==> src/rtl/rpdt_ram.sv <==
// Generic simple dual-port RAM with registered read.
`timescale 1ns / 1ps
module rpdt_ram #(
  parameter int WIDTH = 8,
  parameter int DEPTH = 16
) (
  input  logic                     clk,
  input  logic                     we,
  input  logic [$clog2(DEPTH)-1:0] waddr,
  input  logic [WIDTH-1:0]         wdata,
  input  logic                     re,
  input  logic [$clog2(DEPTH)-1:0] raddr,
  output logic [WIDTH-1:0]         rdata
);

  logic [WIDTH-1:0] mem [DEPTH];
  logic [WIDTH-1:0] rdata_r;

  always_ff @(posedge clk) begin
    if (we) begin
      mem[waddr] <= wdata;
    end
    if (re) begin
      rdata_r <= mem[raddr];
    end
  end

  assign rdata = rdata_r;

endmodule

==> config.mk <==
export PLATFORM = sky130hd
export DESIGN_NAME = rpdt_ram
export DESIGN_NICKNAME = d
export VERILOG_FILES = /design/src/rtl/rpdt_ram.sv
export SDC_FILE = /design/constraint.sdc
export NUM_CORES = 1
export LEC_CHECK = 0
export BUFFER_PORTS_ARGS = -buffer_cell sky130_fd_sc_hd__buf_2
export CAP_MARGIN = 5
export CORE_MARGIN = 2
export CORE_UTILIZATION = 50
export DETAILED_ROUTE_END_ITERATION = 6
export PLACE_DENSITY_LB_ADDON = 0.1
export SYNTH_ARGS = -nofsm -noshare
export SYNTH_HDL_FRONTEND = slang
export SYNTH_SLANG_ARGS = --single-unit
==> constraint.sdc <==
create_clock -name clk -period 2.75 [get_ports clk]
set_input_delay 0.275 -clock clk [delete_from_list [all_inputs] [get_ports clk]]
set_output_delay 0.275 -clock clk [all_outputs]
set_load 0.1 [all_outputs]
# Word level (Yosys, flattened, before mapping)
# Memory sizes are Yosys's and may differ from the RTL's. A register that Yosys moved wholly into a read port is not among the register bits.
# Cells that the tools add are included.
[word_totals]
regBits = 0
mem_bits_rw = 128
output_inout_bits = 8
n_memories = 1
[op_classes]
n_mux = 2
[mem_list]
columns = ["name", "words", "width", "rd", "rd_ports_with_merged_regs", "write_ports", "line_no", "source"]
rows = [
  ["mem", 16, 8, 1, 1, 1, "16", "logic [WIDTH-1:0] mem [DEPTH];"],
]
[op_table]
columns = ["op", "count"]
rows = [
  ["1-bit two-way mux", 2],
]

# Depth between registers and ports, before layout
[depth]
depth_word = 2
mapped_depth = 5
depth_no_buf = 3

# Worst setup path after synthesis
# Ideal clock, no wire load.
[synth_path]
path_type = "input -> register"
startpoint = "in waddr[2]"
endpoint = "mem mem[0][0] (enable)"
setup_ps = 383
arrival_time_ps = 1385
slack_ps = 982
stages = 2
n_path_buf = 0
path_cell_list = "or3b_2 -> nor3_1"
[synth_rtl]
columns = ["item", "line_no", "source"]
rows = [
  ["start, declared", "9", "input logic [$clog2(DEPTH)-1:0] waddr,"],
  ["end, declared", "16", ""],
]
# Straight into the memory's write port.

# Worst setup path after layout
[layout_path]
startpoint = "reg rdata_r[4] (netlist: rdata[4]), read port of mem"
endpoint = "out rdata[4]"
[layout_rtl]
columns = ["item", "line_no", "source"]
rows = [
  ["start, declared", "17", "logic [WIDTH-1:0] rdata_r;"],
  ["end, declared", "13", "output logic [WIDTH-1:0] rdata"],
]
# No word-level cell between the ends.

==> results_dict.tcl <==
set metrics [dict create \
    ys_ff_latch 136 \
    placed_cell_area_um2 5597 \
    r2r_slack_ns 1.21 \
    grt_pass1_wl_um 15060 \
    initial_core_util_pct 51.09 \
    cap_viol_max_count 0 \
    crit_buf_inv 1 \
    cts_root_buffer "clkbuf_8" \
    clockBufferDepth 2 \
    powerDensity_nw_per_um2 781.8 \
    r2r_end "rdata[0]" \
    setup_viol 0 \
    ys.flop_type "edfxtp_1" \
    reg2reg_depth 3 \
    drc 0 \
    hold_depth 1 \
    synth_async_sr_flop_share_pct 0 \
    syn_area_per_cell_um2 22.83 \
    hold_start "re" \
    cp_max_fo 1 \
    dieArea_um2 11290 \
    vdd.ir_drop.worst_v 0.0003940 \
    grt_overflow 0 \
    power_mw 4.829 \
    fmax_mhz 631.0 \
    cts_tree "built" \
    fin_tns_setup_ns 0 \
    hold_viol 0 \
    final_common_cell "edfxtp_1" \
    syn_nets 248 \
    row_count 37 \
    start_kind "register" \
    detail-route-antenna-nets 0 \
    n_antenna_cell 0 \
    via_per_inst 5.706 \
    min_period_ns 1.585 \
    port_buffers 26 \
    worst_path_max_delay_cell "buf_2" \
    core_region_area_um2 10230 \
    dr_total_vias 2465 \
    gp_congestion 0.7962 \
    grt_start_max_net_pins 20 \
    clkTransAtPathRegs_ns 0.05 \
    arrival_ns 1.31 \
    grt_pass1_vias 2459 \
    antenna_found_initial 0 \
    layout_common_cells "edfxtp_1 (136), buf_2 (26), mux4_2 (18), buf_4 (18)" \
    end_kind "output port" \
    die-height_um 106.3 \
    drt-pass1-iter-count 5 \
    ys_seq_area_share_pct 78.12 \
    final_area_um2 6177 \
    dr.first_iter.drc_count 150 \
    fin_skew_ns 0.003344 \
    ctsHtreeMaxLevel 4 \
    ios 27 \
    area_growth_pct 18.17 \
    dp_hpwl_um 6373 \
    worstHoldPathType "input pin to register" \
    layout-drive-gt1-share_pct 30.07 \
    ctsResizeCount 0 \
    cp_top_family "buffers and inverters" \
    ys_types 18 \
    fin_nets 302 \
    tightest_slew_ns 0.8397 \
    grt_use_total_pct 19.25 \
    hold_end "rdata[4]" \
    synth_cells 229 \
    maxSlewViolCount 0 \
    clk_latency_ns 0.51 \
    fin_crit_sh_pct 57.63 \
    synth_enable_flop_cells 136 \
    rsz0062_at_grt "false" \
    holdBufCountCts 0 \
    timing.rr.start "mem[1][0]" \
    worstSetupPathType "register to output port" \
    path_cells "buf_2" \
    status "finished clean" \
    die_w_um 106.3 \
    p_leak_nw 2.101 \
    yosys_warnings 0 \
    cp_slowest_stage_delay_ns 0.44 \
    maxSlewHeadroom_pct 43.82 \
    cts_buffers 17 \
    wl_um 9883 \
    cp.required_ns 2.48 \
    syn_area_um2 5228 \
    cts.sinks 136 \
    cts_setup_buffers 0 \
    avgRoutedWirePerCell_um 22.88 \
]
-- how the worst max path moves through the flow --
stage | endpoint | slack (ns) | from | cells past startpoint
finish | rdata[4] | 1.17 | rdata[4] | 1
global route | rdata[2] | 1.10 | rdata[2] | 1
CTS | rdata[2] | 1.12 | rdata[2] | 1
detailed placement | rdata[1] | 0.67 | raddr[0] | 5
global placement | rdata[4] | 0.70 | raddr[0] | 5
floorplan | mem[0][0] | 0.98 | waddr[2] | 2
-- cell usage after synthesis (2+ instances only) --
cell type,instances,share of area [%]
buf_6,3,0.65
nand2_1,9,0.65
buf_2,3,0.29
nand2b_1,2,0.24
mux4_2,18,7.8
clkdlybuf4s25_2,3,0.57
mux4_1,14,7.0
nor3_1,4,0.38
nor2_1,13,0.93
edfxtp_1,136,78
nand3b_1,2,0.29
a22oi_1,16,2.3
-- sequential cells by signal, summed over array words and instances, names as in the netlist --
register / cells
mem: 128
rdata: 8
-- cell families (layout without fill, tap and decap cells) --
logic type | count (synthesis) | in the layout | synth area share, %
muxes | 32 | 32 | 14.79
AOI/OAI and AO/OA | 16 | 16 | 2.298
buffers and inverters | 10 | 77 | 1.651
DFF | 136 | 136 | 78.12
and+or+nand+nor | 35 | 35 | 3.136
-- power by group --
part           internal (mW)  switching, mW
combinational         0.0889          0.192
clock                   1.45          0.753
sequential              2.34         0.0116
-- final cells by class --
| class | count | area, µm² |
|---|---|---|
| clock inverters | 13 | 158.9 |
| flip-flops and latches | 136 | 4084 |
| fillers | 731 | 4054 |
| multi-input cells | 83 | 1057 |
| repair buffers | 45 | 285.3 |
| well taps | 136 | 170.2 |
| clock buffers | 19 | 421.7 |
-- per-stage QoR --
stage | instances | setup slack, ns | hold slack, ns | utilization (%)
6_report | 432 | 1.165 | 0.1487 | 60.38
5_1_grt | 432 | 1.103 | 0.1232 | 60.38
4_1_cts | 432 | 1.123 | 0.1207 | 60.38
3_5_place_dp | 400 | 0.6720 | 0.6631 | 54.70
3_3_place_gp | 400 | 0.6984 | 0.6602 | 54.70
2_1_floorplan | 229 | 0.9821 | 0.3739 | -
-- metal layers --
layer | wire length, µm | GRT usage, % | share of wire, % | up-vias
li1 | - | - | - | 1093
met1 | 4576 | 28.31 | 46 | 1288
met2 | 4630 | 27.70 | 47 | 72
met3 | 573 | 6.254 | 5.8 | 12
met4 | 103 | 6.203 | 1.0 | 0
met5 | 0 | 0 | 0 | -
Power figures use the tool's default switching activity.
