## src/rtl/rpdt_pkg.sv

```systemverilog
// Shared constants and types for the radius point dedup table.
`timescale 1ns / 1ps
package rpdt_pkg;

  localparam int TABLE_DEPTH = 64;
  localparam int COORD_WIDTH = 16;
  localparam int CLASS_COUNT = 2;
  localparam int CLS_W       = 1;

  localparam int IDX_W   = (TABLE_DEPTH > 1) ? $clog2(TABLE_DEPTH) : 1;
  localparam int CNT_W   = $clog2(TABLE_DEPTH + 1);
  localparam int ADDR_W  = CLS_W + IDX_W;
  localparam int RAM_DEPTH = CLASS_COUNT << IDX_W;
  localparam int POINT_W = 3 * COORD_WIDTH;
  localparam int IN_DATA_W = ((POINT_W + 7) / 8) * 8;

  localparam int SQ_W  = 2 * COORD_WIDTH;
  localparam int SUM_W = SQ_W + 2;
  localparam int RAD_W = 32;
  localparam int CMP_W = (SUM_W > RAD_W) ? SUM_W : RAD_W;
  localparam int ID_W  = 32;

  localparam logic [RAD_W-1:0] RADIUS_RESET = 32'd65536;

  typedef logic signed [COORD_WIDTH-1:0] coord_t;

  typedef struct packed {
    coord_t z;
    coord_t y;
    coord_t x;
  } point_t;

  typedef struct packed {
    logic vld;
    logic hit;
  } cmp_res_t;

endpackage

```

## src/rtl/rpdt_dist.sv

```systemverilog
// Three-stage squared distance compare of a stored entry against the query point.
`timescale 1ns / 1ps
module rpdt_dist import rpdt_pkg::*; (
  input  logic             clk,
  input  logic             rst_n,
  input  logic             in_vld,
  input  point_t           query,
  input  point_t           entry,
  input  logic [RAD_W-1:0] radius,
  output cmp_res_t         res
);

  logic [2:0][COORD_WIDTH-1:0] mag_r, mag_nxt;
  logic [2:0][SQ_W-1:0]        sq_r;
  logic                        v1_r, v2_r, v3_r;
  logic                        hit_r;
  logic [SUM_W-1:0]            sum;
  logic signed [COORD_WIDTH:0] diff [3];

  always_comb begin
    diff[0] = {query.x[COORD_WIDTH-1], query.x} - {entry.x[COORD_WIDTH-1], entry.x};
    diff[1] = {query.y[COORD_WIDTH-1], query.y} - {entry.y[COORD_WIDTH-1], entry.y};
    diff[2] = {query.z[COORD_WIDTH-1], query.z} - {entry.z[COORD_WIDTH-1], entry.z};
    for (int k = 0; k < 3; k++) begin
      mag_nxt[k] = diff[k][COORD_WIDTH] ? COORD_WIDTH'(-diff[k])
                                        : diff[k][COORD_WIDTH-1:0];
    end
  end

  assign sum = SUM_W'(sq_r[0]) + SUM_W'(sq_r[1]) + SUM_W'(sq_r[2]);

  always_ff @(posedge clk) begin
    mag_r <= mag_nxt;
    for (int k = 0; k < 3; k++) begin
      sq_r[k] <= SQ_W'(mag_r[k]) * SQ_W'(mag_r[k]);
    end
    hit_r <= CMP_W'(sum) <= CMP_W'(radius);
  end

  always_ff @(posedge clk) begin
    if (!rst_n) begin
      v1_r <= 1'b0;
      v2_r <= 1'b0;
      v3_r <= 1'b0;
    end else begin
      v1_r <= in_vld;
      v2_r <= v1_r;
      v3_r <= v2_r;
    end
  end

  assign res.vld = v3_r;
  assign res.hit = hit_r;

  a_lat: assert property (@(posedge clk) disable iff (!rst_n)
    in_vld |-> ##3 res.vld) else $error("compare result lost");

endmodule

```

## config.mk

```make
export PLATFORM = sky130hd
export DESIGN_NAME = rpdt_dist
export DESIGN_NICKNAME = d
export VERILOG_FILES = /design/src/rtl/rpdt_pkg.sv /design/src/rtl/rpdt_dist.sv
export SDC_FILE = /design/constraint.sdc
export NUM_CORES = 2
export LEC_CHECK = 0
export ABC_AREA = 1
export BUFFER_PORTS_ARGS = -buffer_cell sky130_fd_sc_hd__buf_2
export CORE_MARGIN = 4
export CORE_UTILIZATION = 46
export CTS_CLUSTER_SIZE = 30
export DETAILED_ROUTE_END_ITERATION = 16
export PLACE_DENSITY = 0.69
export SLEW_MARGIN = 20
export SYNTH_ARGS = -nofsm -noshare
export SYNTH_HDL_FRONTEND = slang
export SYNTH_SLANG_ARGS = --single-unit
```

## constraint.sdc

```tcl
create_clock -name clk -period 5.7 [get_ports clk]
set_clock_uncertainty 0.05 [all_clocks]
set_input_delay 0.57 -clock clk [delete_from_list [all_inputs] [get_ports clk]]
set_output_delay 0.57 -clock clk [all_outputs]
set_load 0.1 [all_outputs]
```

Yosys cells after proc, flatten, opt, wreduce, memory -nomap -nowiden
Cells that the tools add are included.

word-level totals
  register bits after elaboration = 148
  input bits = 131
  output and inout port bits = 2

cells by class
  multiplexer cells = 3
  magnitude comparators = 1
  add/sub/neg operators = 8
  $mul = 3

operator list
  kind                                              count
  16-bit by 16-bit multiplier with 32-bit output    3
  16-bit by 16-bit subtractor with 17-bit output    3
  16-bit two-way mux                                3
  16-bit negation                                   3
  33-bit by 32-bit adder with 34-bit output         1
  34-bit by 32-bit <= comparator with 1-bit output  1
  32-bit by 32-bit adder with 33-bit output         1

Logic depth before layout (Yosys ltp)
  depth after elaboration = 3
  depth in mapped cells = 29

Worst setup path before layout
No wires, ideal clock.

  path kind = reg2reg
  from = register mag_r[11] (netlist bit)
  to = register sq_r[24] (netlist bit)
  clock period less this slack = 5.475 ns
  library setup time = 0.121 ns
  path buffers = 2
  setup slack = 0.225 ns
  arrival = 5.305 ns
  stages on the path, launching flop included = 22
  cell sequence = dfxtp_1 clkbuf_1 clkbuf_1 nand2_1 fa_1 fa_1 inv_1 fa_1 fa_1 fa_1 inv_1 fa_1 inv_1 ha_1 a21oi_1 o21ai_0 o21bai_1 a21oi_1 o21bai_1 nand2_1 nand2_1 xor2_1

on the way
  cells in the longest elaborated chain, start to end = 1

RTL lines
  element                                         line             source
  start: declaration                              rpdt_dist.sv:13  logic [2:0][COORD_WIDTH-1:0] mag_r, mag_nxt;
  start signal: assignment                        rpdt_dist.sv:33  mag_r <= mag_nxt;
  16-bit by 16-bit multiplier with 32-bit output  rpdt_dist.sv:35  sq_r[k] <= SQ_W'(mag_r[k]) * SQ_W'(mag_r[k]);
  end signal: indexed assignment                  rpdt_dist.sv:35
  end: declaration                                rpdt_dist.sv:14  logic [2:0][SQ_W-1:0] sq_r;

Every way passes these cells.
A chain may end at the register's enable or synchronous reset.

Worst setup path in the final report
  from = register mag_r[23] (netlist bit)
  to = register sq_r[57] (netlist bit)

Same word-level chain as after synthesis.

==> impl_results.md <==
- DR pass1 iterations: 6
- Total Routing Usage GR: 0.2019
- Worst setup EP type: flop
- RR Endpoint: sq_r[57]
- Fill cells: 6,755
- Slew HR: 0.5836
- Post-DP HPWL: 63.66 mm
- Clock transition at the registers of the reported paths: 0.06 ns
- Area growth, synth to finish: 9.410%
- Crit-path max FO: 5
- Synth async-reset ratio: 0
- Pin count of the biggest net entering global routing: 17
- Post-Route WL: 71.91 mm
- ANT nets after route: 0
- Post-synthesis cell count: 4,216
- Biggest area consumer among synthesized cells: fa_1
- Drt wl/cell: 13.53 µm
- Starting Density: 0.4635
- Share of layout cells above drive strength 1: 0.08160
- Io pins: 133
- Post-synth EDFFs: 0
- Drt first-iter violations: 1,491
- Synthesis Warnings: 0
- Seq. cell area: 2982 µm²
- Final #Nets: 5,431
- Final TNS setup: 0 ns
- CP Data Required Time: 6.05 ns
- Setup CP Type: flop to flop
- Core Area: 69,910 µm²
- Post-synth cell types: 43
- Total number of vias: 25,790
- FF-to-FF setup slack: 0.14 ns
- Critical R2R Launch: mag_r[23]
- Multi-input logic area: 25,010 µm²
- Area contributors post-synth: fa_1 32%, ha_1 16%, inv_1 13%, nand2_1 11%, dfxtp_1 9.0%
- Vias in the first global route: 26,340
- Count of input and output buffers: 132
- Num CTS Buffers: 17
- CTS tree: yes
- First-pass GRT wire length: 124.9 mm
- Hold_buf cts: 0
- Main synth FF type: dfxtp_1
- Top-area cell type share of the netlist area: 0.3219
- Setup-failing EPs final: 0
- Hold Path Class: input port to flop
- Synth Cell Area: 32,400 µm²
- Row count: 97
- Yosys reg bits: 145
- PnR worst setup slack: 0.1379 ns
- Die Footprint: 74,750 µm²
- Die width: 273.4 µm
- Finished Core Util: 0.5071
- Seq/Total Area, Yosys: 0.08958
- CP arrival: 5.91 ns
- Mean Syn Cell Area: 7.686 µm²
- CP startpoint: mag_r[23]
- R2R cell count: 22
- Max Root-Sink Buffers: 2
- DIE HEIGHT: 273.4 µm
- Type of origin of the critical path: flop
- Final GP Congestion: 0.9083
- Slew Limit Fails: 0
- Vias per cell: 4.853
- Ratio of final minimum period to clock period: 0.9758
- Post-Place Worst Slack: -0.1643 ns
- Num Clock Sinks: 145
- Finished Layout Cells: 5,315
- Worst-Skew Late Latency: 0.49 ns
- Maxcap violations: 0
- Antenna Cells: 0
- Grt total ovfl: 0
- Status: finished clean
- Clock Tree Root: clkbuf_16
- Drc violations: 0
- Initial antenna violation count: 0
- F_max: 179.8 MHz
- Final Hold Vio Count: 0
- Worst Tran Pin Value: 0.6245 ns
- RSZ-0062 raised after global routing: true
- CTS H-tree lvls: 4
- Final min period: 5.562 ns
- DP Cell Count: 5,275
- Crit path to: sq_r[57]
[cell usage after synthesis (15+ instances only)]
cell type and n:
nand3_1 131, o21bai_1 24, nor3_1 35, a21o_1 15
inv_1 1157, xor2_1 121, xnor2_1 65, ha_1 417
nand2_1 921, dfxtp_1 145, a21oi_1 184, o21ai_0 77
fa_1 521, nor2_1 179, nand4_1 39, clkbuf_1 87
[stage by stage]
| step | hold slack (ns) | instance area, µm² |
|---|---|---|
| after floorplan | 0.2790 | 32410 |
| after global placement | 0.3506 | 34500 |
| after detailed placement | 0.3537 | 34500 |
| after CTS | 0.1838 | 35100 |
| after global routing | 0.2119 | 35450 |
| final | 0.2215 | 35450 |
[kinds of logic after synthesis]
kind of cell | after synthesis | synth area share
AOI/OAI and AO/OA | 350 | 0.06047
and+or+nand+nor | 1342 | 0.1688
xor gates and xnor gates | 190 | 0.05263
buffers and inverters | 1249 | 0.1454
adders and majority gates | 938 | 0.4829
DFF | 145 | 0.08958
other | 2 | 0.0002318
[metal layers]
metal  part of all wire  GRT usage  up-vias  wire (µm)
met1               0.47     0.2815    12300      33590
met2               0.47     0.3335      550      33590
met3              0.045    0.02638       79       3234
met5                  0          0        -          0
met4              0.021    0.05242        0       1496
li1                   -          -    12860          -
[sequential cells by signal, summed over array words and instances (netlist names)]
name	cells
mag_r	48
v3_r	1
v2_r	1
v1_r	1
sq_r	93
hit_r	1
[critical path, cell delays in order, from the launching register on]
cell,delay [ns]
dfxtp_4,0.40
buf_6,0.12
inv_2,0.04
fa_1,0.54
inv_2,0.05
fa_1,0.52
inv_2,0.04
fa_1,0.54
inv_2,0.04
fa_1,0.48
fa_1,0.51
inv_2,0.05
fa_1,0.50
inv_2,0.05
ha_4,0.27
nand4_1,0.18
nor3_4,0.29
nand4_1,0.20
nand3_2,0.14
nand2_1,0.06
o211ai_1,0.11
buf_4,0.16
xor2_2,0.15
[cells in the final DEF (no fill, tap or decap), types with 5 or more instances in the layout]
cell | synthesis | layout
clkbuf_16 | 0 | 17
nand4_1 | 39 | 39
nor3_1 | 35 | 32
dfxtp_4 | 0 | 12
nand3_1 | 131 | 125
nand2_2 | 0 | 7
o21a_1 | 6 | 6
buf_2 | 1 | 132
inv_1 | 1157 | 1149
inv_2 | 0 | 8
o21bai_1 | 24 | 21
buf_4 | 2 | 82
a21oi_2 | 0 | 5
o21ai_1 | 7 | 10
nand2_1 | 921 | 914
dfxtp_2 | 0 | 27
nor2_1 | 179 | 176
a21o_1 | 15 | 15
o211ai_1 | 11 | 11
a21oi_1 | 184 | 178
or2_2 | 7 | 7
nand3_2 | 3 | 9
xor2_1 | 121 | 120
xnor2_1 | 65 | 65
o21ai_0 | 77 | 74
dfxtp_1 | 145 | 106
ha_1 | 417 | 408
ha_4 | 0 | 6
a31oi_1 | 8 | 8
nor4_1 | 6 | 6
nand3b_1 | 13 | 13
inv_6 | 0 | 5
fa_1 | 521 | 520
[worst min path at each step]
stage / startpoint / to / depth (start not counted)
5_1_grt: in_vld / v1_r / 3
3_5_place_dp: v2_r / v3_r / 2
6_report: in_vld / v1_r / 3
4_1_cts: in_vld / v1_r / 3
2_1_floorplan: mag_r[0] / sq_r[0] / 0
3_3_place_gp: v2_r / v3_r / 2
[cell type report]
type                            instances  area share
Sequential cell                       145     0.08410
Clock buffer                           19     0.01278
Multi-Input combinational cell       2823      0.7054
Inverter                             1157      0.1225
Clock inverter                         13    0.004023
Tap cell                              940     0.03317
Timing Repair Buffer                  218     0.03801
[timing repair]
item | in CTS | in global routing
resized for setup | 6 | 103
pin swaps | 0 | 12
endpoints found under the setup margin | 5 | 48
setup buffers | 0 | 8
Power is left out: the tool's default activity adds up to more than one toggle a clock period on the data nets, which glitch-free logic cannot reach.
